`src/design/box_blur_3x3_edge_normalized_core_assert.svh`:
```
// assertion macros for the box blur core
// no dependencies; the including module provides clock and reset
`ifndef BOX_BLUR_3X3_EDGE_NORMALIZED_CORE_ASSERT_SVH
`define BOX_BLUR_3X3_EDGE_NORMALIZED_CORE_ASSERT_SVH

// condition holds at every edge out of reset
`define BB3_ASSERT_ALWAYS(label, cond) \
   label: assert property (@(posedge clock) disable iff (reset) (cond)) \
      else $error("box blur check failed");

// antecedent implies consequent in the same cycle
`define BB3_ASSERT_IMPLY(label, ante, cons) \
   label: assert property (@(posedge clock) disable iff (reset) (ante) |-> (cons)) \
      else $error("box blur check failed");

`endif

```
`src/design/bb3_pkg.sv`:
```
// shared types, constants and the reciprocal table of the box blur core
// no dependencies
package bb3_pkg;

   // pixel and field widths
   localparam int CHAN_W      = 8;
   localparam int NUM_CHAN    = 3;
   localparam int PIX_W       = CHAN_W * NUM_CHAN;
   localparam int TAPS        = 9;
   localparam int SUM_W       = 12;
   localparam int ACC_W       = 13;
   localparam int COUNT_W     = 4;
   localparam int RECIP_W     = 18;
   localparam int RECIP_SHIFT = 18;
   localparam int PROD_W      = ACC_W + RECIP_W;

   // configuration register widths and limits
   localparam int FW_W        = 11;
   localparam int FH_W        = 13;
   localparam int ROW_W       = 12;
   localparam int CSR_DATA_W  = 13;
   localparam int CSR_INDEX_W = 1;
   localparam int WIDTH_REG_MAX = 2047;
   localparam logic [FH_W-1:0] HEIGHT_MAX   = 13'd4096;
   localparam int              WIDTH_RESET  = 640;
   localparam logic [FH_W-1:0] HEIGHT_RESET = 13'd480;

   // register indexes
   typedef enum logic [CSR_INDEX_W-1:0] {
      CSR_FRAME_WIDTH  = 1'b0,
      CSR_FRAME_HEIGHT = 1'b1
   } csr_index_type;

   // nine taps of one colour channel, row * 3 + column
   typedef logic [TAPS-1:0][CHAN_W-1:0] taps_type;

   // 3x3 window of full pixels, row * 3 + column, column 2 newest
   typedef logic [TAPS-1:0][PIX_W-1:0] window_type;

   // per-channel means from the lanes
   typedef logic [NUM_CHAN-1:0][CHAN_W-1:0] means_type;

   // control shared by all lanes
   typedef struct packed {
      logic                    sum_en;
      logic                    mul_en;
      logic [TAPS-1:0]         mask;
      logic [COUNT_W-1:0]      count;
      logic [RECIP_W-1:0]      recip;
   } lane_ctrl_type;

   // ceil(2^18 / (2 * count)) for the neighbourhood sizes that occur
   function automatic logic [RECIP_W-1:0] recip_of(input logic [COUNT_W-1:0] count);
      logic [RECIP_W-1:0] r;
      case (count)
         4'd1:    r = 18'd131072;
         4'd2:    r = 18'd65536;
         4'd3:    r = 18'd43691;
         4'd4:    r = 18'd32768;
         4'd6:    r = 18'd21846;
         4'd9:    r = 18'd14564;
         default: r = 18'd131072;
      endcase
      return r;
   endfunction

endpackage

```
`src/design/bb3_lane.sv`:
```
// one colour lane: masked 3x3 sum, then rounded mean by reciprocal multiply
// depends on bb3_pkg for the lane control struct and widths
module bb3_lane (
   input  logic                       clock,
   input  bb3_pkg::lane_ctrl_type     ctrl,
   input  bb3_pkg::taps_type          taps,
   output logic [bb3_pkg::CHAN_W-1:0] mean
);
   import bb3_pkg::*;

   logic [SUM_W-1:0]   sum;
   logic [ACC_W-1:0]   acc_in;
   logic [ACC_W-1:0]   acc_ff;
   logic [RECIP_W-1:0] recip_ff;
   logic [PROD_W-1:0]  prod;
   logic [CHAN_W-1:0]  mean_ff;

   // sum of the taps that lie inside the frame
   always_comb begin
      sum = '0;
      for (int k = 0; k < TAPS; k++) begin
         if (ctrl.mask[k]) begin
            sum = sum + SUM_W'(taps[k]);
         end
      end
   end

   // 2 * sum + count
   assign acc_in = {sum, 1'b0} + ACC_W'(ctrl.count);

   always_ff @(posedge clock) begin
      if (ctrl.sum_en) begin
         acc_ff   <= acc_in;
         recip_ff <= ctrl.recip;
      end
   end

   // divide by 2 * count through the reciprocal
   assign prod = PROD_W'(acc_ff) * PROD_W'(recip_ff);

   always_ff @(posedge clock) begin
      if (ctrl.mul_en) begin
         mean_ff <= prod[RECIP_SHIFT +: CHAN_W];
      end
   end

   assign mean = mean_ff;

endmodule

```
`config.mk`:
```
export PLATFORM = sky130hd
export DESIGN_NAME = bb3_lane
export DESIGN_NICKNAME = d
export VERILOG_FILES = /design/src/design/box_blur_3x3_edge_normalized_core_assert.svh /design/src/design/bb3_pkg.sv /design/src/design/bb3_lane.sv
export SDC_FILE = /design/constraint.sdc
export NUM_CORES = 1
export LEC_CHECK = 0
export BUFFER_PORTS_ARGS = -buffer_cell sky130_fd_sc_hd__buf_2
export CAP_MARGIN = 20
export CORE_ASPECT_RATIO = 0.8
export CORE_MARGIN = 1.5
export CORE_UTILIZATION = 60
export CTS_CLUSTER_SIZE = 16
export DETAILED_ROUTE_END_ITERATION = 12
export GPL_TIMING_DRIVEN = 0
export MAX_ROUTING_LAYER = met4
export PLACE_DENSITY = 0.77
export SETUP_SLACK_MARGIN = 0.15
export SKIP_CTS_REPAIR_TIMING = 1
export SLEW_MARGIN = 25
export SYNTH_ARGS = -nofsm -noshare
export SYNTH_HDL_FRONTEND = slang
export SYNTH_SLANG_ARGS = --single-unit
```
`constraint.sdc`:
```
create_clock -name clock -period 11.5 [get_ports clock]
set_input_delay 0.575 -clock clock [delete_from_list [all_inputs] [get_ports clock]]
set_output_delay 0.575 -clock clock [all_outputs]
set_load 0.05 [all_outputs]
```
# [Yosys cells after proc, flatten, opt, wreduce, memory -nomap -nowiden]
# Index checks and enable logic that the tools add are counted.
[word_totals] regBits=39 in_bits=106 word_cells=22
[op_classes] multipliers=1 n_addsub=9 muxes=9
[op_table] operator="$add A12 B8 Y12" count=8
[op_table] operator="$mux W12" count=8
[op_table] operator="$mul A13 B18 Y26" count=1
[op_table] operator="$add A13 B4 Y13" count=1
[op_table] operator="$mux W8" count=1

# [Depth between registers and ports, before layout]
# Gate-level depths: netlist of the first run.
[depth] word_depth=18 ltp_mapped=52

# [Worst setup path before layout of the first run]
# No wires, ideal clock.
[synth_path] path_type="input to register" from="in ctrl[22] (netlist name)" to="reg acc_ff[12] (data pin)" arrival_time_ns=9.083 required_ns=11.237 setup_slack_ns=2.154 n_path_buf=1 path_stages=47 cell_sequence="buf_6 -> and2_1 -> ha_1 -> inv_1 -> fa_1 -> mux2i_1 -> fa_1 -> mux2i_1 -> inv_1 -> ha_1 -> a21o_1 -> a21oi_1 -> xnor2_1 -> a21oi_1 -> ha_1 -> xor2_1 -> a22oi_1 -> o31ai_1 -> (+11 left out) -> and3_1 -> a221o_1 -> ha_1 -> o21a_1 -> nor2_1 -> a21oi_1 -> xnor2_1 -> mux2_2 -> o211ai_1 -> ha_1 -> nor2b_1 -> o21ai_0 -> nor2_1 -> xor2_1 -> a21oi_1 -> xor2_1 -> a41oi_2 -> xor2_1"
[synth_via] elab_chain_len=18
[synth_rtl] item="from (decl)" line_no="bb3_lane.sv:5" rtl="input bb3_pkg::lane_ctrl_type ctrl,"
[synth_rtl] item="$mux W8 *" line_no="bb3_lane.sv:22" rtl="if (ctrl.mask[k]) begin"
[synth_rtl] item="$add A12 B8 Y12" line_no="bb3_lane.sv:23" rtl="sum = sum + SUM_W'(taps[k]);"
[synth_rtl] item="$mux W12 *" line_no="bb3_lane.sv:22"
[synth_rtl] item="$add A12 B8 Y12" line_no="bb3_lane.sv:23"
[synth_rtl] item="$mux W12 *" line_no="bb3_lane.sv:22"
[synth_rtl] item="$add A12 B8 Y12" line_no="bb3_lane.sv:23"
[synth_rtl] item="$mux W12 *" line_no="bb3_lane.sv:22"
[synth_rtl] item="$add A12 B8 Y12" line_no="bb3_lane.sv:23"
[synth_rtl] item="(+3 left out)"
[synth_rtl] item="$add A12 B8 Y12" line_no="bb3_lane.sv:23"
[synth_rtl] item="$mux W12 *" line_no="bb3_lane.sv:22"
[synth_rtl] item="$add A12 B8 Y12" line_no="bb3_lane.sv:23"
[synth_rtl] item="$mux W12 *" line_no="bb3_lane.sv:22"
[synth_rtl] item="$add A12 B8 Y12" line_no="bb3_lane.sv:23"
[synth_rtl] item="$mux W12 *" line_no="bb3_lane.sv:22"
[synth_rtl] item="$add A13 B4 Y13 *" line_no="bb3_lane.sv:29" rtl="assign acc_in = {sum, 1'b0} + ACC_W'(ctrl.count);"
[synth_rtl] item="named net acc_in[12]" line_no="bb3_lane.sv:12" rtl="logic [ACC_W-1:0] acc_in;"
[synth_rtl] item="to (signal assigned)" line_no="bb3_lane.sv:33" rtl="acc_ff <= acc_in;"
[synth_rtl] item="to (decl)" line_no="bb3_lane.sv:13" rtl="logic [ACC_W-1:0] acc_ff;"
# The timed path passes the listed nets; every way through them passes the cells marked *.
# A chain may end at the register's enable or synchronous reset.

# [Worst setup path in the final report of the first run]
# Ends and elaborated chain as after synthesis.

==> flow_summary.ini, run 1 <==
[detailed_routing]
antenna_left = 0
dr.pass1.iters = 9
routedWlPerCell_microns = 15.9
avgViaCountPerCell = 5.48
vias = 9185
drc_errors = 2
initialDrtViolationCount = 552
routed_wirelength_mm = 26.6

[grt]
grt_pass1_vias = 9239
gr-usage-all-layers_pct = 29.5
grt_pass1_wl_mm = 44.9
grt_max_degree = 32
grt_overflow = 0
antenna_found_initial = 0

[sta]
slew_headroom_pct = 32.8
setup_tns_ns = 0
finalHoldViolations = 0
skew_ns = 0.00674
rsz0062_at_grt = false
drv_slew = 0
fmax_mhz = 95.7
min_period_over_period_pct = 90.9
finalSetupViolCount = 0
tightest_slew_ns = 0.995
fin_crit_ns = 10.45

[cts]
cts_tree = done
cts.sinks = 39
path_clk_slew_ns = 0.06
cts_root_buffer = clkbuf_16
htreeDepth = 2
cts_buffers = 5
insertion_delay_ns = 0.29
clockBufferDepth = 2

[layout]
final_common_cell = inv_1
layout_common_cells = inv_1 (203), nand2_1 (188), fa_1 (176)
fillers = 1623
fin_nets = 1818
antennaDiodeCount = 0
stdcell_count = 1677
stdcell_area_sq_mm = 0.0125
syn_to_final_growth_pct = 8.68
drive_gt1_share_pct = 10.9
fin_util_pct = 66.0

[placement]
dpl_cell_area_sq_mm = 0.0123
dpl.hpwl_mm = 22.7
port-buffer-count = 106
dp.cells = 1669
place_congestion = 0.932

[floorplanning]
rows = 45
core_area_sq_mm = 0.0189
start_util_pct = 60.8
io_pins = 114
die_y_microns = 127
die_w_microns = 158
die_area_sq_mm = 0.0199

[setup_path]
startpoint_type = primary input
slowest_stage = a31oi_1
path_class = primary input to flip-flop
cp.required_ns = 11.54
cp_num_buf_inv = 3
path_max_fanout = 10
cpPeakStageDelay_ns = 0.50
critPathTopFamily = compound AO/OA/AOI/OAI gates
cp.arrival_ns = 10.49
critPathMostFrequentCell = ha_1
end_kind = flip-flop

[synth]
synth_top_family_by_area = adder cells
yosysTopAreaCell = fa_1
ys.flop_type = edfxtp_1
yosys.cell_types.count = 70
synth_edf_count = 39
yosys.area_share.xor_xnor_pct = 6.12
synth_compound_area_share_pct = 12.1
synth_area_sq_mm = 0.0115
syn_area_per_cell_sq_um = 8.78
synth_top_area_share_pct = 30.7
synth-async-reset-ratio_pct = 0
synth_cells = 1305
yosysSeqAreaShare_pct = 10.2
synth-seq-cells = 39
synth_simple_gate_area_share_pct = 16.5
yosys_warnings = 0
synthTopCellsByArea = fa_1 (31%), ha_1 (13%), edfxtp_1 (10%)
synthMuxAreaShare_pct = 2.91
synth-adder-area-share_pct = 43.8
synth_nets = 1705

[min_path]
hp-class = primary input to flip-flop

[run_status]
violations = design-rule violations
status = finished with violations

[flow_run]
maxCapViolations = 0
[metal layers]
metal | global-route usage (%) | part of all wire [%] | vias to the layer above
met5 | - | 0 | -
met4 | 6.16 | 1.5 | 0
met3 | 3.52 | 6.6 | 35
met2 | 45.0 | 45 | 293
met1 | 42.5 | 47 | 4439
li1 | - | - | 4418
[logic make-up (layout without fill, tap and decap cells)]
family,Yosys count,count (layout)
adders and majority gates,296,296
xor gates and xnor gates,75,75
and+or+nand+nor,399,399
AOI/OAI and AO/OA,210,210
DFF,39,39
buffers and inverters,255,369
muxes,31,31
[per-stage QoR]
| step | hold slack, ns | setup WS (ns) |
|---|---|---|
| 2_1_floorplan | 0.674 | 2.15 |
| 3_3_place_gp | 0.752 | 1.01 |
| 3_5_place_dp | 0.754 | 0.853 |
| 4_1_cts | 0.451 | 1.14 |
| 5_1_grt | 0.453 | 0.307 |
| 6_report | 0.454 | 1.05 |
[cell type report]
| class | count | area [sq um] | share of cell area (%) |
|---|---|---|---|
| flip-flops and latches | 39 | 1170 | 9.40 |
| clock inverters | 2 | 12.5 | 0.100 |
| multi-input cells | 1011 | 9330 | 74.9 |
| clock buffers | 6 | 129 | 1.03 |
| well taps | 258 | 323 | 2.59 |
| inverters | 203 | 762 | 6.12 |
| repair buffers | 106 | 531 | 4.26 |
| plain buffers | 52 | 203 | 1.63 |
[flip-flops by register name, summed over array words and instances, names as in the netlist]
name      flops
acc_ff       13
mean          8
recip_ff     18
[cells in the mapped netlist (12+ instances only)]
cell type  number
fa_1          176
nand2_1       188
clkbuf_1       49
ha_1          118
mux2i_1        12
a21oi_1        56
nor2_1         62
mux2_2         19
xnor2_1        46
o21ai_0        54
a21o_1         24
edfxtp_1       39
nor2b_1        23
and2_1         83
xor2_1         23
o21a_1         18
inv_1         203
[path summary, 6_finish.rpt]
path	start	end	slack [ns]	depth (start not counted)
worst min-delay path	ctrl[11]	recip_ff[11]	0.45	1
worst max-delay path	ctrl[22]	acc_ff[12]	1.05	50
worst min register to register	recip_ff[15]	mean[7]	1.15	5
worst max register to register	acc_ff[5]	mean[7]	4.66	20
Power of run 1 is not shown: default switching activity piles up to over one toggle a cycle in this logic, so the estimate is an artifact.
==> run 2: changes to the inputs <==
--- a/config.mk
+++ b/config.mk
@@ -12,7 +12,6 @@
 export CORE_UTILIZATION = 60
 export CTS_CLUSTER_SIZE = 16
 export DETAILED_ROUTE_END_ITERATION = 12
-export GPL_TIMING_DRIVEN = 0
 export MAX_ROUTING_LAYER = met4
 export PLACE_DENSITY = 0.77
 export SETUP_SLACK_MARGIN = 0.15
@@ -21,3 +20,4 @@
 export SYNTH_ARGS = -nofsm -noshare
 export SYNTH_HDL_FRONTEND = slang
 export SYNTH_SLANG_ARGS = --single-unit
+export TNS_END_PERCENT = 1
==> flow_summary.ini, run 2 (synthesis results as in run 1) <==
[setup_path]
path_class = primary input to flip-flop
crit_end = acc_ff[12]
crit_start = ctrl[22]
r2r-end = mean[7]
path_max_fanout = 10
startpoint_type = primary input
cp_num_buf_inv = 3
rr_worst_depth = 23
slowest_stage = fa_1
r2r-start = acc_ff[1]
cp.required_ns = 11.54
cp.depth = 51
cp.arrival_ns = 10.08
end_kind = flip-flop
critPathMostFrequentCell = ha_1
critPathTopFamily = compound AO/OA/AOI/OAI gates
rrSetupSlack_ns = 5.16
cpPeakStageDelay_ns = 0.42

[grt]
antenna_found_initial = 0
grt_overflow = 0
gr-usage-all-layers_pct = 27.9
grt_pass1_vias = 9047
grt_pass1_wl_mm = 43.1
grt_max_degree = 32

[layout]
layout_common_cells = inv_1 (203), nand2_1 (188), fa_1 (176)
final_common_cell = inv_1
antennaDiodeCount = 0
regMostFlops = recip_ff
stdcell_area_sq_mm = 0.0123
fin_nets = 1773
multiInputGateArea_sq_mm = 0.00933
fillers = 1560
drive_gt1_share_pct = 11.7
stdcell_count = 1632
syn_to_final_growth_pct = 7.44
largest_reg_flops = 18
regArea_sq_mm = 0.00117

[floorplanning]
die_area_sq_mm = 0.0199
start_util_pct = 60.8
io_pins = 114
core_area_sq_mm = 0.0189
die_y_microns = 127
rows = 45
die_w_microns = 158

[cts]
insertion_delay_ns = 0.29
cts_buffers = 5
clockBufferDepth = 2
htreeDepth = 2
cts_tree = done
cts_root_buffer = clkbuf_16
path_clk_slew_ns = 0.06
cts.sinks = 39

[placement]
dpl_cell_area_sq_mm = 0.0121
dp.cells = 1624
dpl.hpwl_mm = 20.5
port-buffer-count = 113
place_congestion = 0.913

[run_status]
violations = design-rule violations
status = finished with violations

[sta]
rsz0062_at_grt = false
drv_slew = 0
tightest_slew_ns = 0.888
finalHoldViolations = 0
skew_ns = 0.00374
fin_crit_ns = 10.04
min_period_over_period_pct = 87.3
finalSetupViolCount = 0
holdWs_ns = 0.459
setup_tns_ns = 0
slew_headroom_pct = 40.0
fmax_mhz = 99.6

[detailed_routing]
antenna_left = 0
drc_errors = 2
initialDrtViolationCount = 493
vias = 8964
avgViaCountPerCell = 5.49
dr.pass1.iters = 12
routedWlPerCell_microns = 15.4
routed_wirelength_mm = 25.1

[min_path]
hp-class = primary input to flip-flop

[flow_run]
maxCapViolations = 0
==> run 2: cell types whose count changed in the layout (fill, tap and decap cells not counted), sizes merged <==
| cell | delta |
|---|---|
| clkinv | -1 |
| bufinv | +1 |
| inv | +1 |
| clkbuf | -50 |
| buf | +4 |
==> run 2: area by class of cell <==
| class | instances | share of cell area (%) |
|---|---|---|
| Tap cell | 258 | 2.62 |
| Clock inverter | 3 | 0.345 |
| Multi-Input combinational cell | 1011 | 75.7 |
| Sequential cell | 39 | 9.51 |
| Inverter | 203 | 6.19 |
| Clock buffer | 5 | 1.02 |
| Timing Repair Buffer | 113 | 4.59 |
==> run 2: worst min-delay path by stage <==
stage | start | end | slack [ns] | cells after the start
finish | ctrl[15] | recip_ff[15] | 0.46 | 1
global route | ctrl[16] | recip_ff[16] | 0.45 | 1
CTS | ctrl[15] | recip_ff[15] | 0.46 | 1
detailed placement | ctrl[15] | recip_ff[15] | 0.75 | 1
global placement | ctrl[15] | recip_ff[15] | 0.75 | 1
floorplan | ctrl[18] | acc_ff[0] | 0.67 | 0
==> run 2: metrics by stage <==
step,setup WS (ns),util (%)
after floorplan,2.15,-
after global placement,1.50,64.4
after detailed placement,1.22,64.4
after CTS,1.49,65.3
after global routing,0.476,65.3
final,1.46,65.3
==> run 2: metal layers <==
layer	global-route usage, %	vias up	routed length, microns
met3	3.07	29	1590
met2	44.3	293	11800
met5	-	-	0
li1	-	4332	-
met1	39.2	4310	11400
met4	5.22	0	314
Power of run 2 is left out for the same reason.
