[config.mk]
export PLATFORM = sky130hd
export DESIGN_NAME = bb3_merge
export DESIGN_NICKNAME = d
export VERILOG_FILES = /design/src/design/box_blur_3x3_edge_normalized_core_assert.svh /design/src/design/bb3_pkg.sv /design/src/design/bb3_merge.sv
export SDC_FILE = /design/constraint.sdc
export NUM_CORES = 1
export LEC_CHECK = 0
export BUFFER_PORTS_ARGS = -buffer_cell sky130_fd_sc_hd__buf_2
export CAP_MARGIN = 10
export CORE_MARGIN = 5
export CORE_UTILIZATION = 35
export CTS_CLUSTER_SIZE = 30
export DETAILED_ROUTE_END_ITERATION = 8
export GPL_ROUTABILITY_DRIVEN = 0
export GPL_TIMING_DRIVEN = 0
export PLACE_DENSITY = 0.79
export SYNTH_ARGS = -nofsm -noshare
export SYNTH_HDL_FRONTEND = slang
export SYNTH_SLANG_ARGS = --single-unit
[constraint.sdc]
create_clock -name clock -period 0.8 [get_ports clock]
set_input_delay 0.08 -clock clock [delete_from_list [all_inputs] [get_ports clock]]
set_output_delay 0.08 -clock clock [all_outputs]
set_load 0.01 [all_outputs]
[src/design/box_blur_3x3_edge_normalized_core_assert.svh]
// assertion macros for the box blur core
// no dependencies; the including module provides clock and reset
`ifndef BOX_BLUR_3X3_EDGE_NORMALIZED_CORE_ASSERT_SVH
`define BOX_BLUR_3X3_EDGE_NORMALIZED_CORE_ASSERT_SVH

// condition holds at every edge out of reset
`define BB3_ASSERT_ALWAYS(label, cond) \
   label: assert property (@(posedge clock) disable iff (reset) (cond)) \
      else $error("box blur check failed");

// antecedent implies consequent in the same cycle
`define BB3_ASSERT_IMPLY(label, ante, cons) \
   label: assert property (@(posedge clock) disable iff (reset) (ante) |-> (cons)) \
      else $error("box blur check failed");

`endif

[src/design/bb3_pkg.sv]
// shared types, constants and the reciprocal table of the box blur core
// no dependencies
package bb3_pkg;

   // pixel and field widths
   localparam int CHAN_W      = 8;
   localparam int NUM_CHAN    = 3;
   localparam int PIX_W       = CHAN_W * NUM_CHAN;
   localparam int TAPS        = 9;
   localparam int SUM_W       = 12;
   localparam int ACC_W       = 13;
   localparam int COUNT_W     = 4;
   localparam int RECIP_W     = 18;
   localparam int RECIP_SHIFT = 18;
   localparam int PROD_W      = ACC_W + RECIP_W;

   // configuration register widths and limits
   localparam int FW_W        = 11;
   localparam int FH_W        = 13;
   localparam int ROW_W       = 12;
   localparam int CSR_DATA_W  = 13;
   localparam int CSR_INDEX_W = 1;
   localparam int WIDTH_REG_MAX = 2047;
   localparam logic [FH_W-1:0] HEIGHT_MAX   = 13'd4096;
   localparam int              WIDTH_RESET  = 640;
   localparam logic [FH_W-1:0] HEIGHT_RESET = 13'd480;

   // register indexes
   typedef enum logic [CSR_INDEX_W-1:0] {
      CSR_FRAME_WIDTH  = 1'b0,
      CSR_FRAME_HEIGHT = 1'b1
   } csr_index_type;

   // nine taps of one colour channel, row * 3 + column
   typedef logic [TAPS-1:0][CHAN_W-1:0] taps_type;

   // 3x3 window of full pixels, row * 3 + column, column 2 newest
   typedef logic [TAPS-1:0][PIX_W-1:0] window_type;

   // per-channel means from the lanes
   typedef logic [NUM_CHAN-1:0][CHAN_W-1:0] means_type;

   // control shared by all lanes
   typedef struct packed {
      logic                    sum_en;
      logic                    mul_en;
      logic [TAPS-1:0]         mask;
      logic [COUNT_W-1:0]      count;
      logic [RECIP_W-1:0]      recip;
   } lane_ctrl_type;

   // ceil(2^18 / (2 * count)) for the neighbourhood sizes that occur
   function automatic logic [RECIP_W-1:0] recip_of(input logic [COUNT_W-1:0] count);
      logic [RECIP_W-1:0] r;
      case (count)
         4'd1:    r = 18'd131072;
         4'd2:    r = 18'd65536;
         4'd3:    r = 18'd43691;
         4'd4:    r = 18'd32768;
         4'd6:    r = 18'd21846;
         4'd9:    r = 18'd14564;
         default: r = 18'd131072;
      endcase
      return r;
   endfunction

endpackage

[src/design/bb3_merge.sv]
// merge stage: packs the three lane means into the result register
// depends on bb3_pkg for the means type
module bb3_merge (
   input  logic                       clock,
   input  logic                       reset,
   input  logic                       load,
   input  bb3_pkg::means_type         means,
   input  logic                       last,
   output logic                       free,
   output logic                       rsp_tvalid,
   input  logic                       rsp_tready,
   output logic [bb3_pkg::PIX_W-1:0]  rsp_tdata,
   output logic                       rsp_tlast
);
   import bb3_pkg::*;

   logic             valid_ff, valid_in;
   logic [PIX_W-1:0] data_ff, data_in;
   logic             last_ff, last_in;

   // result register is free when empty or being taken
   assign free = !valid_ff || rsp_tready;

   always_comb begin
      valid_in = valid_ff;
      data_in  = data_ff;
      last_in  = last_ff;
      if (valid_ff && rsp_tready) begin
         valid_in = 1'b0;
      end
      if (load) begin
         valid_in = 1'b1;
         data_in  = means;
         last_in  = last;
      end
   end

   always_ff @(posedge clock) begin
      if (reset) begin
         valid_ff <= 1'b0;
      end else begin
         valid_ff <= valid_in;
      end
      data_ff <= data_in;
      last_ff <= last_in;
   end

   assign rsp_tvalid = valid_ff;
   assign rsp_tdata  = data_ff;
   assign rsp_tlast  = last_ff;

endmodule
# --- Word level (Yosys, flattened, before mapping) ---
# Index checks and enable logic that the tools add are counted.
op_classes:
  mux: 2
  n_reduce_logical: 4
ops:
  columns: ["cell", "count"]
  rows:
  - ["$mux W1", 2]
  - ["$reduce_bool A2 Y1", 1]
  - ["$logic_and A1 B1 Y1", 1]
  - ["$logic_not A1 Y1", 1]
  - ["$logic_or A1 B1 Y1", 1]
totals:
  reg_bits: 26
  input_bits: 29
  output_inout_bits: 27
  word_cells: 9

# --- Longest topological paths before layout ---
# Gate-level depths: netlist of the first run.
logic_depth:
  ltp_word: 3
  depth_mapped: 2
  ltp_nobuf: 2

# --- Worst setup path before layout of the first run ---
# No wires, ideal clock.
synth_timing:
  path_type: "register -> register"
  startpoint: "register valid_ff, in the netlist rsp_tvalid"
  endpoint: "register valid_ff, in the netlist rsp_tvalid"
  setup_time_ns: 0.066
  arrival_ns: 0.597
  required_ns: 0.734
  slack_ns: 0.137
  stages_incl_launch_ff: 3
  path_buffers: 0
  synth_period_minus_slack_ns: 0.663
  path_cell_list: "dfxtp_1 nand2b_4 a21oi_2"
synth_via:
  elab_chain_cells: 2
synth_rtl:
  columns: ["item", "line_no", "source"]
  rows:
  - ["start, declared", "bb3_merge.sv:17", "logic valid_ff, valid_in;"]
  - ["start signal, assigned", "bb3_merge.sv:42", "valid_ff <= valid_in;"]
  - ["$logic_and A1 B1 Y1", "bb3_merge.sv:28", "if (valid_ff && rsp_tready) begin"]
  - ["$reduce_bool A2 Y1 (no line)", null, null]
# No other way between the ends.
# A chain may end at the register's enable or synchronous reset.

# --- Worst setup path after layout of the first run ---
layout_timing:
  startpoint: "register valid_ff, in the netlist rsp_tvalid"
  endpoint: "output port free"
layout_via:
  elab_chain_cells: 2
layout_rtl:
  columns: ["item", "line_no", "source"]
  rows:
  - ["$logic_not A1 Y1", "bb3_merge.sv:22", "assign free = !valid_ff || rsp_tready;"]
  - ["$logic_or A1 B1 Y1", "bb3_merge.sv:22", null]
  - ["end, declared", "bb3_merge.sv:9", "output logic free,"]
# No other way between the ends.

==> results.md, run 1 <==
- Status: finished, violations left
- Violated checks: negative setup slack
- Simple-Gate Fraction of Synth Area: 1.73%
- Synth Register Bits: 26
- Mean post-synth cell area: 27.5 um2
- Met1 Use GR: 15.7%
- Crit-path slowest cell: dfxtp_4
- Slew Viols, Final: 0
- Net Switching: 0.000543 W
- Post-DRT Antenna Nets: 0
- Rel. slew slack: 62.0%
- Critical path class: reg -> out
- Xor/xnor cell area share of the yosys netlist: 0%
- Maximum vdd drop: 1290 uV
- Critical Path Max Stage Delay: 0.39 ns
- Routed WL: 2240 um
- Max Freq: 1.04 GHz
- Die ar.: 0.00333 mm2
- Core area: 0.00219 mm2
- Gr usage total: 14.3%
- Initial Util: 36.4%
- Layout Nets: 145
- Clk pin slew, worst setup/hold paths: 0.13 ns
- Cells after Synth: 29
- Vias/cell: 4.24
- Drt first pass iters: 4
- Synth-to-layout area growth: 79.6%
- Die W: 57.7 um
- Least-Margin Pin Slew: 0.570 ns
- Synth Cell Area: 797 um2
- DRT iter0 DRCs: 17
- Syn. warnings: 0
- Ranking of synthesized cells by area: edfxtp_1 (94%), dfxtp_1 (2.5%), nand2b_4 (1.7%)
- Row Count: 17
- Most frequent cell after synthesis: edfxtp_1
- GRT overflow: 0
- Adder-Cell Fraction of Synth Area: 0%
- Final instance area: 0.00143 mm2
- Worst Skew: 0 ns
- Clk network pwr share: 23.7%
- Vias in the first global route: 709
- Clock sink count: 26
- Synth cell count leaders: edfxtp_1 (25), a21oi_2 (1), dfxtp_1 (1), inv_1 (1), nand2b_4 (1)
- Die Y: 57.7 um
- Via count: 607
- Tot Pwr: 0.00264 W
- N_diodes: 0
- Share of cells above drive strength 1: 54.8%
- Clk_lat worst skew: 0.31 ns
- EDFF count, synth: 25
- Pwr dens: 1850 mW/mm2
- PortBufs: 55
- Complex-gate fraction of the synthesized area: 1.10%
- FILL cells: 164
- Clk Tree Root Cell: clkbuf_4
- Placement Cell Area: 0.00111 mm2
- HP Class: in -> reg
- RSZ-0062 raised after global routing: yes
- Drc violations: 0
- Final hold vios: 0
- CP Capture Type: output pin
- Initial antenna violation count: 0
- Critical path startpoint category: register
- R2r setup slk: 0.07 ns
- Io pins: 56
- Global-route wire length before repair: 3400 um
- Busiest metal layer after global routing: met2
- Comb pwr share: 14.3%
- Post-synth top area cell: edfxtp_1
- H-tree levels: 1
- Worst endpoint required time: 0.72 ns
- Clk buf depth: 2
- Share of the synthesized area in the top cell type: 94.2%
- CP cell instances: nand2b_4 > buf_6
- Post-synthesis cell type count: 5
- Post-Syn Nets: 58
- Total CTS buffers: 3
- Peak fanout along the critical path: 2
- Post-synthesis mux area share: 0%
- Final min period: 0.964 ns
- Largest net degree at the start of global routing: 27
- Post-layout util: 65.3%
- Final Setup Violations: 27
- Seq/Total Area, Yosys: 96.7%
- Maxcap violations: 0
- Worst setup margin: -0.164 ns
- GR Util met2: 24.2%
- Met3 GRT Util: 6.01%
- Top FF cell, synth: edfxtp_1
- Largest family of logic cells by synthesized area: simple AND/OR/NAND/NOR gates
- Static Leak: 0.624 nW
- Internal power: 0.00210 W
- CTS tree: yes
- Switch share: 20.5%
- Reg power frac: 62.0%
- Crit path arrival time: 0.88 ns
- Asr flop ratio synth: 0%
- Routed len/inst: 15.7 um
- Crit share post-route: 121%
==> metal layers <==
| layer | share of wire [%] | vias to the layer above |
|---|---|---|
| met4 | 0.85 | 0 |
| met5 | 0 | - |
| met2 | 51 | 42 |
| met3 | 12 | 2 |
| li1 | - | 284 |
| met1 | 36 | 279 |
==> through the flow <==
| stage | setup WS, ns | TNS (ns) | hold WS (ns) | cells |
|---|---|---|---|---|
| final | -0.164 | -3.22 | 0.125 | 143 |
| after global placement | -0.0858 | -2.12 | 0.240 | 112 |
| after floorplan | 0.137 | 0 | 0.142 | 29 |
| after detailed placement | -0.112 | -2.83 | 0.247 | 112 |
| after global routing | -0.220 | -4.76 | 0.120 | 143 |
| after CTS | -0.153 | -3.55 | 0.117 | 143 |
==> layout make-up <==
| cell class | count | area, um2 | area share (%) |
|---|---|---|---|
| timing repair buffer | 82 | 559 | 39.1 |
| clock buffer | 4 | 36.3 | 2.53 |
| sequential | 26 | 774 | 54.1 |
| tap | 28 | 35.0 | 2.45 |
| multi-input combinational | 2 | 22.5 | 1.57 |
| inverter | 1 | 3.75 | 0.262 |
==> critical path, delay by kind of cell (launching register included) <==
kind                   cells  cell delay [ns]
flip-flops                 1             0.39
AND/OR/NAND/NOR            1             0.06
buffers and inverters      1             0.12
==> sequential cells by signal (all words and copies together), names as in the netlist <==
name and count:
rsp_tlast 1, rsp_tdata 24, rsp_tvalid 1
==> repair_timing <==
| item | CTS | global route |
|---|---|---|
| buffers inserted | 1 | 1 |
| setup endpoints to repair | 27 | 28 |
| resized for setup | 2 | 3 |
| pin swaps | 0 | 1 |
| hold buffers | 26 | 0 |
| endpoints found under the hold margin | 26 | 0 |
==> power groups by stage <==
| stage | Sequential [W] | Combinational (W) | Clock, W |
|---|---|---|---|
| after floorplan | 0.00173 | 0.0000103 | 0 |
| after global placement | 0.00166 | 0.000258 | 0 |
| after detailed placement | 0.00167 | 0.000263 | 0 |
| after CTS | 0.00164 | 0.000366 | 0.000652 |
| after global routing | 0.00165 | 0.000411 | 0.000710 |
| final | 0.00164 | 0.000378 | 0.000626 |
==> layout by cell type (no fill, tap or decap), drive strengths merged <==
cell type	count
a21oi	1
buf	56
clkbuf	4
dfxtp	1
dlygate4sd3	26
edfxtp	25
inv	1
nand2b	1
==> cells by family (layout without fill, tap and decap cells) <==
logic type | count (synthesis) | after routing
and+or+nand+nor | 1 | 1
AOI/OAI and AO/OA | 1 | 1
DFF | 26 | 26
buffers and inverters | 1 | 87
==> final timing paths <==
check | endpoint | start | cells after the start
worst max-delay path | free | rsp_tvalid | 2
worst min-delay path | rsp_tvalid | rsp_tready | 4
worst max register to register | rsp_tvalid | rsp_tvalid | 3
worst min register to register | rsp_tvalid | rsp_tvalid | 3
Note: power is estimated with default switching activity, not from simulation.
==> run 2, diff against run 1 <==
CTS_CLUSTER_DIAMETER = 100   (was unset)
PLACE_DENSITY = 0.71   (was 0.79)
==> run 2 against run 1 <==
Die area stayed put. Sequential power hardly changed. Clock power is 11% lower. The run still ends with negative setup slack left. First-iteration DRC count is 47% lower. Register-to-register slack better by 0.10 ns. Power is 2.8% lower. Wire length is 5.9% lower. Via count is 2.3% lower. Largest cell class unchanged. Sequential cell count stayed put.
==> results.md, run 2 (synthesis gave the netlist of run 1 again) <==
- Max Freq: 1.04 GHz
- Clk Tree Root Cell: clkbuf_4
- Critical Path Source: rsp_tdata[7]
- Max reg flops: 24
- Row Count: 17
- HP Class: in -> reg
- Clk_lat worst skew: 0.31 ns
- Clock sink count: 26
- Io pins: 56
- R2r setup slk: 0.17 ns
- WP depth: 1
- Pwr dens: 1820 mW/mm2
- FILL cells: 164
- Share of cells above drive strength 1: 53.5%
- Initial Util: 36.4%
- Peak fanout along the critical path: 1
- Clk pin slew, worst setup/hold paths: 0.14 ns
- Static Leak: 0.612 nW
- Slew Viols, Final: 0
- CP cell instances: buf_2
- Worst endpoint required time: 0.72 ns
- GRT overflow: 0
- FF-to-FF path depth: 2
- Most common cell after layout, fill and taps aside: buf_2
- N_diodes: 0
- GR Util met2: 25.5%
- Buffers and inverters on the worst path: 1
- Post-DRT Antenna Nets: 0
- Met3 GRT Util: 4.01%
- Least-Margin Pin Slew: 0.557 ns
- Crit-path slowest cell: edfxtp_1
- Crit Reg-Reg Endpoint: rsp_tvalid
- CTS tree: yes
- Worst Skew: 0 ns
- Synth-to-layout area growth: 76.6%
- Total negative slack: -3.44 ns
- Layout Nets: 144
- Final min period: 0.963 ns
- Clk buf depth: 2
- CP Capture Type: output pin
- Die ar.: 0.00333 mm2
- Largest net degree at the start of global routing: 27
- Met1 Use GR: 12.2%
- Maxcap violations: 0
- Core area: 0.00219 mm2
- PortBufs: 55
- Vias/cell: 4.18
- Crit share post-route: 120%
- Critical Path Max Stage Delay: 0.41 ns
- Total CTS buffers: 3
- Highest-count cells in the layout ignoring fill and taps: buf_2 (53), dlygate4sd3_1 (26), edfxtp_1 (25)
- Gr usage total: 13.1%
- Drc violations: 0
- Critical path class: reg -> out
- Die W: 57.7 um
- Vias in the first global route: 637
- Drt first pass iters: 4
- Critical path's top delay family: flip-flops
- Crit path arrival time: 0.88 ns
- H-tree levels: 1
- Maximum vdd drop: 1110 uV
- Worst Setup EP: rsp_tdata[7]
- Status: finished, violations left
- Violated checks: negative setup slack
- Routed WL: 2110 um
- Placed Instances: 112
- Worst setup margin: -0.163 ns
- Critical path startpoint category: register
- Busiest metal layer after global routing: met2
- Fin cells: 142
- Via count: 593
- Die Y: 57.7 um
- Tot Pwr: 0.00257 W
- Reg2reg start: rsp_tvalid
- Rel. slew slack: 62.9%
- RSZ-0062 raised after global routing: yes
- Final hold vios: 0
- DRT iter0 DRCs: 9
- Global-route wire length before repair: 3170 um
- Routed len/inst: 14.8 um
- Initial antenna violation count: 0
- Final Setup Violations: 27
run 2: report_power, final:
part / internal (W) / switching, W / total (W) / leakage (nW)
Sequential: 0.00161 / 0.0000287 / 0.00164 / 0.253
Combinational: 0.000210 / 0.000162 / 0.000372 / 0.344
Clock: 0.000182 / 0.000377 / 0.000560 / 0.0154
run 2: final cells by class:
class                           instances  area (um2)  share of cell area (%)
Multi-Input combinational cell          2        22.5                    1.60
Clock inverter                          1        3.75                   0.267
Sequential cell                        26         772                    54.8
Timing Repair Buffer                   81         548                    38.9
Clock buffer                            3        22.5                    1.60
Tap cell                               28        35.0                    2.49
Inverter                                1        3.75                   0.267
run 2: how the worst min path moves through the flow:
stage / from / end / slack [ns] / cells after the start
2_1_floorplan: reset / rsp_tvalid / 0.14 / 1
3_3_place_gp: reset / rsp_tvalid / 0.24 / 2
3_5_place_dp: reset / rsp_tvalid / 0.24 / 2
4_1_cts: rsp_tready / rsp_tvalid / 0.03 / 3
5_1_grt: rsp_tready / rsp_tvalid / 0.03 / 3
6_report: rsp_tready / rsp_tvalid / 0.03 / 3
run 2: per-stage QoR:
stage	hold WS [ns]	utilization [%]	setup slack, ns	instance area [um2]
global placement	0.239	50.5	-0.0988	1110
global route	0.0274	64.2	-0.212	1410
finish	0.0312	64.2	-0.163	1410
floorplan	0.142	-	0.137	797
CTS	0.0294	64.2	-0.175	1410
detailed placement	0.244	50.5	-0.105	1110
run 2: what timing repair did:
action / 4_1_cts / 5_1_grt
buffers inserted: 0 / 0
endpoints found under the hold margin: 26 / 0
hold buffers: 26 / 0
endpoints found under the setup margin: 27 / 27
gates resized for setup: 3 / 0
run 2: layer usage:
layer  up-vias  wire length [um]  part of all wire [%]
li1        283                 -                     -
met1       280               664                    32
met2        24              1240                    59
met3         6               140                   6.6
met4         0                58                   2.8
met5         -                 0                     0
==> run 3, diff against run 2 <==
--- a/config.mk
+++ b/config.mk
@@ -16,4 +16,5 @@
 export GPL_TIMING_DRIVEN = 0
 export PLACE_DENSITY = 0.71
+export SKIP_CTS_REPAIR_TIMING = 1
 export SYNTH_ARGS = -nofsm -noshare
 export SYNTH_HDL_FRONTEND = slang
==> constraint.sdc (replaced) <==
create_clock -name clock -period 0.8 [get_ports clock]
set_input_delay 0.04 -clock clock [delete_from_list [all_inputs] [get_ports clock]]
set_output_delay 0.04 -clock clock [all_outputs]
set_load 0.01 [all_outputs]
==> run 3 against run 2 <==
The flow finishes with violations (negative hold slack, negative setup slack). Clock power is 2% lower. Fmax is 5.3% higher. Power fell by 0.41%. Non-clock buffer count unchanged. Die area is the same. Utilization did not move. Wire length increased by 1.3%. Sequential power hardly changed. Critical path type unchanged. Critical endpoint is now free.
==> results.md, run 3 (synthesis gave the netlist of run 1 again) <==
- Status: finished, violations left
- Violated checks: negative hold slack, negative setup slack
- Post-layout util: 64.2%
- Drt first pass iters: 3
- Die W: 57.7 um
- Maxcap violations: 0
- Pwr dens: 1820 mW/mm2
- HP Class: in -> reg
- Final Setup Violations: 27
- Crit share post-route: 114%
- RSZ-0062 raised after global routing: yes
- Placement Cell Area: 0.00111 mm2
- Clk_lat worst skew: 0.31 ns
- Vias in the first global route: 521
- Post-DRT Antenna Nets: 0
- Share of cells above drive strength 1: 53.5%
- Critical path startpoint category: register
- Final hold vios: 1
- Clock sink count: 26
- Crit path arrival time: 0.87 ns
- Routed len/inst: 15.0 um
- Core area: 0.00219 mm2
- Clk pin slew, worst setup/hold paths: 0.13 ns
- Maximum vdd drop: 1280 uV
- CTS tree: yes
- Most common cell after layout, fill and taps aside: buf_2
- Clk Tree Root Cell: clkbuf_4
- Die Y: 57.7 um
- DRT iter0 DRCs: 11
- Row Count: 17
- Highest-count cells in the layout ignoring fill and taps: buf_2 (53), dlygate4sd3_1 (26), edfxtp_1 (25)
- Least-Margin Pin Slew: 0.548 ns
- Total negative slack: -2.31 ns
- PortBufs: 55
- Layout Nets: 144
- Worst Skew: 0 ns
- Hold WS: -0.00813 ns
- Clk buf depth: 2
- Global-route wire length before repair: 2460 um
- Rel. slew slack: 63.5%
- Largest net degree at the start of global routing: 27
- Die ar.: 0.00333 mm2
- Static Leak: 0.612 nW
- GRT overflow: 0
- Final min period: 0.914 ns
- Vias/cell: 4.15
- Worst hold stages: 3
- Critical path class: reg -> out
- DP Worst Slack: -0.0646 ns
- Initial Util: 36.4%
- Io pins: 56
- Max reg flops: 24
- Max Freq: 1.09 GHz
- Routed WL: 2130 um
- Synth-to-layout area growth: 76.6%
- N_diodes: 0
- Total CTS buffers: 3
- H-tree levels: 1
- Drc violations: 0
- Worst setup margin: -0.114 ns
- FF-to-FF path depth: 2
- Worst endpoint required time: 0.76 ns
- Via count: 590
- CP Capture Type: output pin
- Final instance area: 0.00141 mm2
- Peak fanout along the critical path: 2
- Gr usage total: 10.2%
- Slew Viols, Final: 0
- Initial antenna violation count: 0
## run 3: final timing paths
check | from | end | slack (ns)
setup / recovery | rsp_tvalid | free | -0.11
hold / removal | rsp_tready | rsp_tvalid | -0.008
setup reg to reg | rsp_tvalid | rsp_tvalid | 0.17
hold reg to reg | rsp_tvalid | rsp_tvalid | 0.51
## run 3: worst max-delay path: stages, from the launching register on
cell	delay, ns
dfxtp_2	0.38
nand2b_4	0.07
buf_6	0.12
## run 3: metrics by stage
step | total power, W | cells
3_5_place_dp | 0.00193 | 112
4_1_cts | 0.00246 | 116
2_1_floorplan | 0.00174 | 29
3_3_place_gp | 0.00192 | 112
5_1_grt | 0.00266 | 142
6_report | 0.00256 | 142
## run 3: power breakdown
| group | total (W) | switching (W) | internal [W] | leakage, nW |
|---|---|---|---|---|
| Sequential | 0.00164 | 0.0000302 | 0.00161 | 0.253 |
| Clock | 0.000548 | 0.000365 | 0.000182 | 0.0154 |
| Combinational | 0.000372 | 0.000161 | 0.000210 | 0.344 |
## run 3: metal layers
metal  vias up  global-route usage (%)  part of all wire [%]
met1       284                    9.33                    32
met3         4                    3.79                   6.2
met4         0                    5.96                   1.4
li1        282                       -                     -
met2        20                    18.9                    60
met5         -                       0                     0
## run 3: cell type report
class	instances	area, um2
clock buffers	3	22.5
clock inverters	1	3.75
fillers	167	783
inverters	1	3.75
multi-input cells	2	22.5
flip-flops and latches	26	772
well taps	28	35.0
repair buffers	81	548
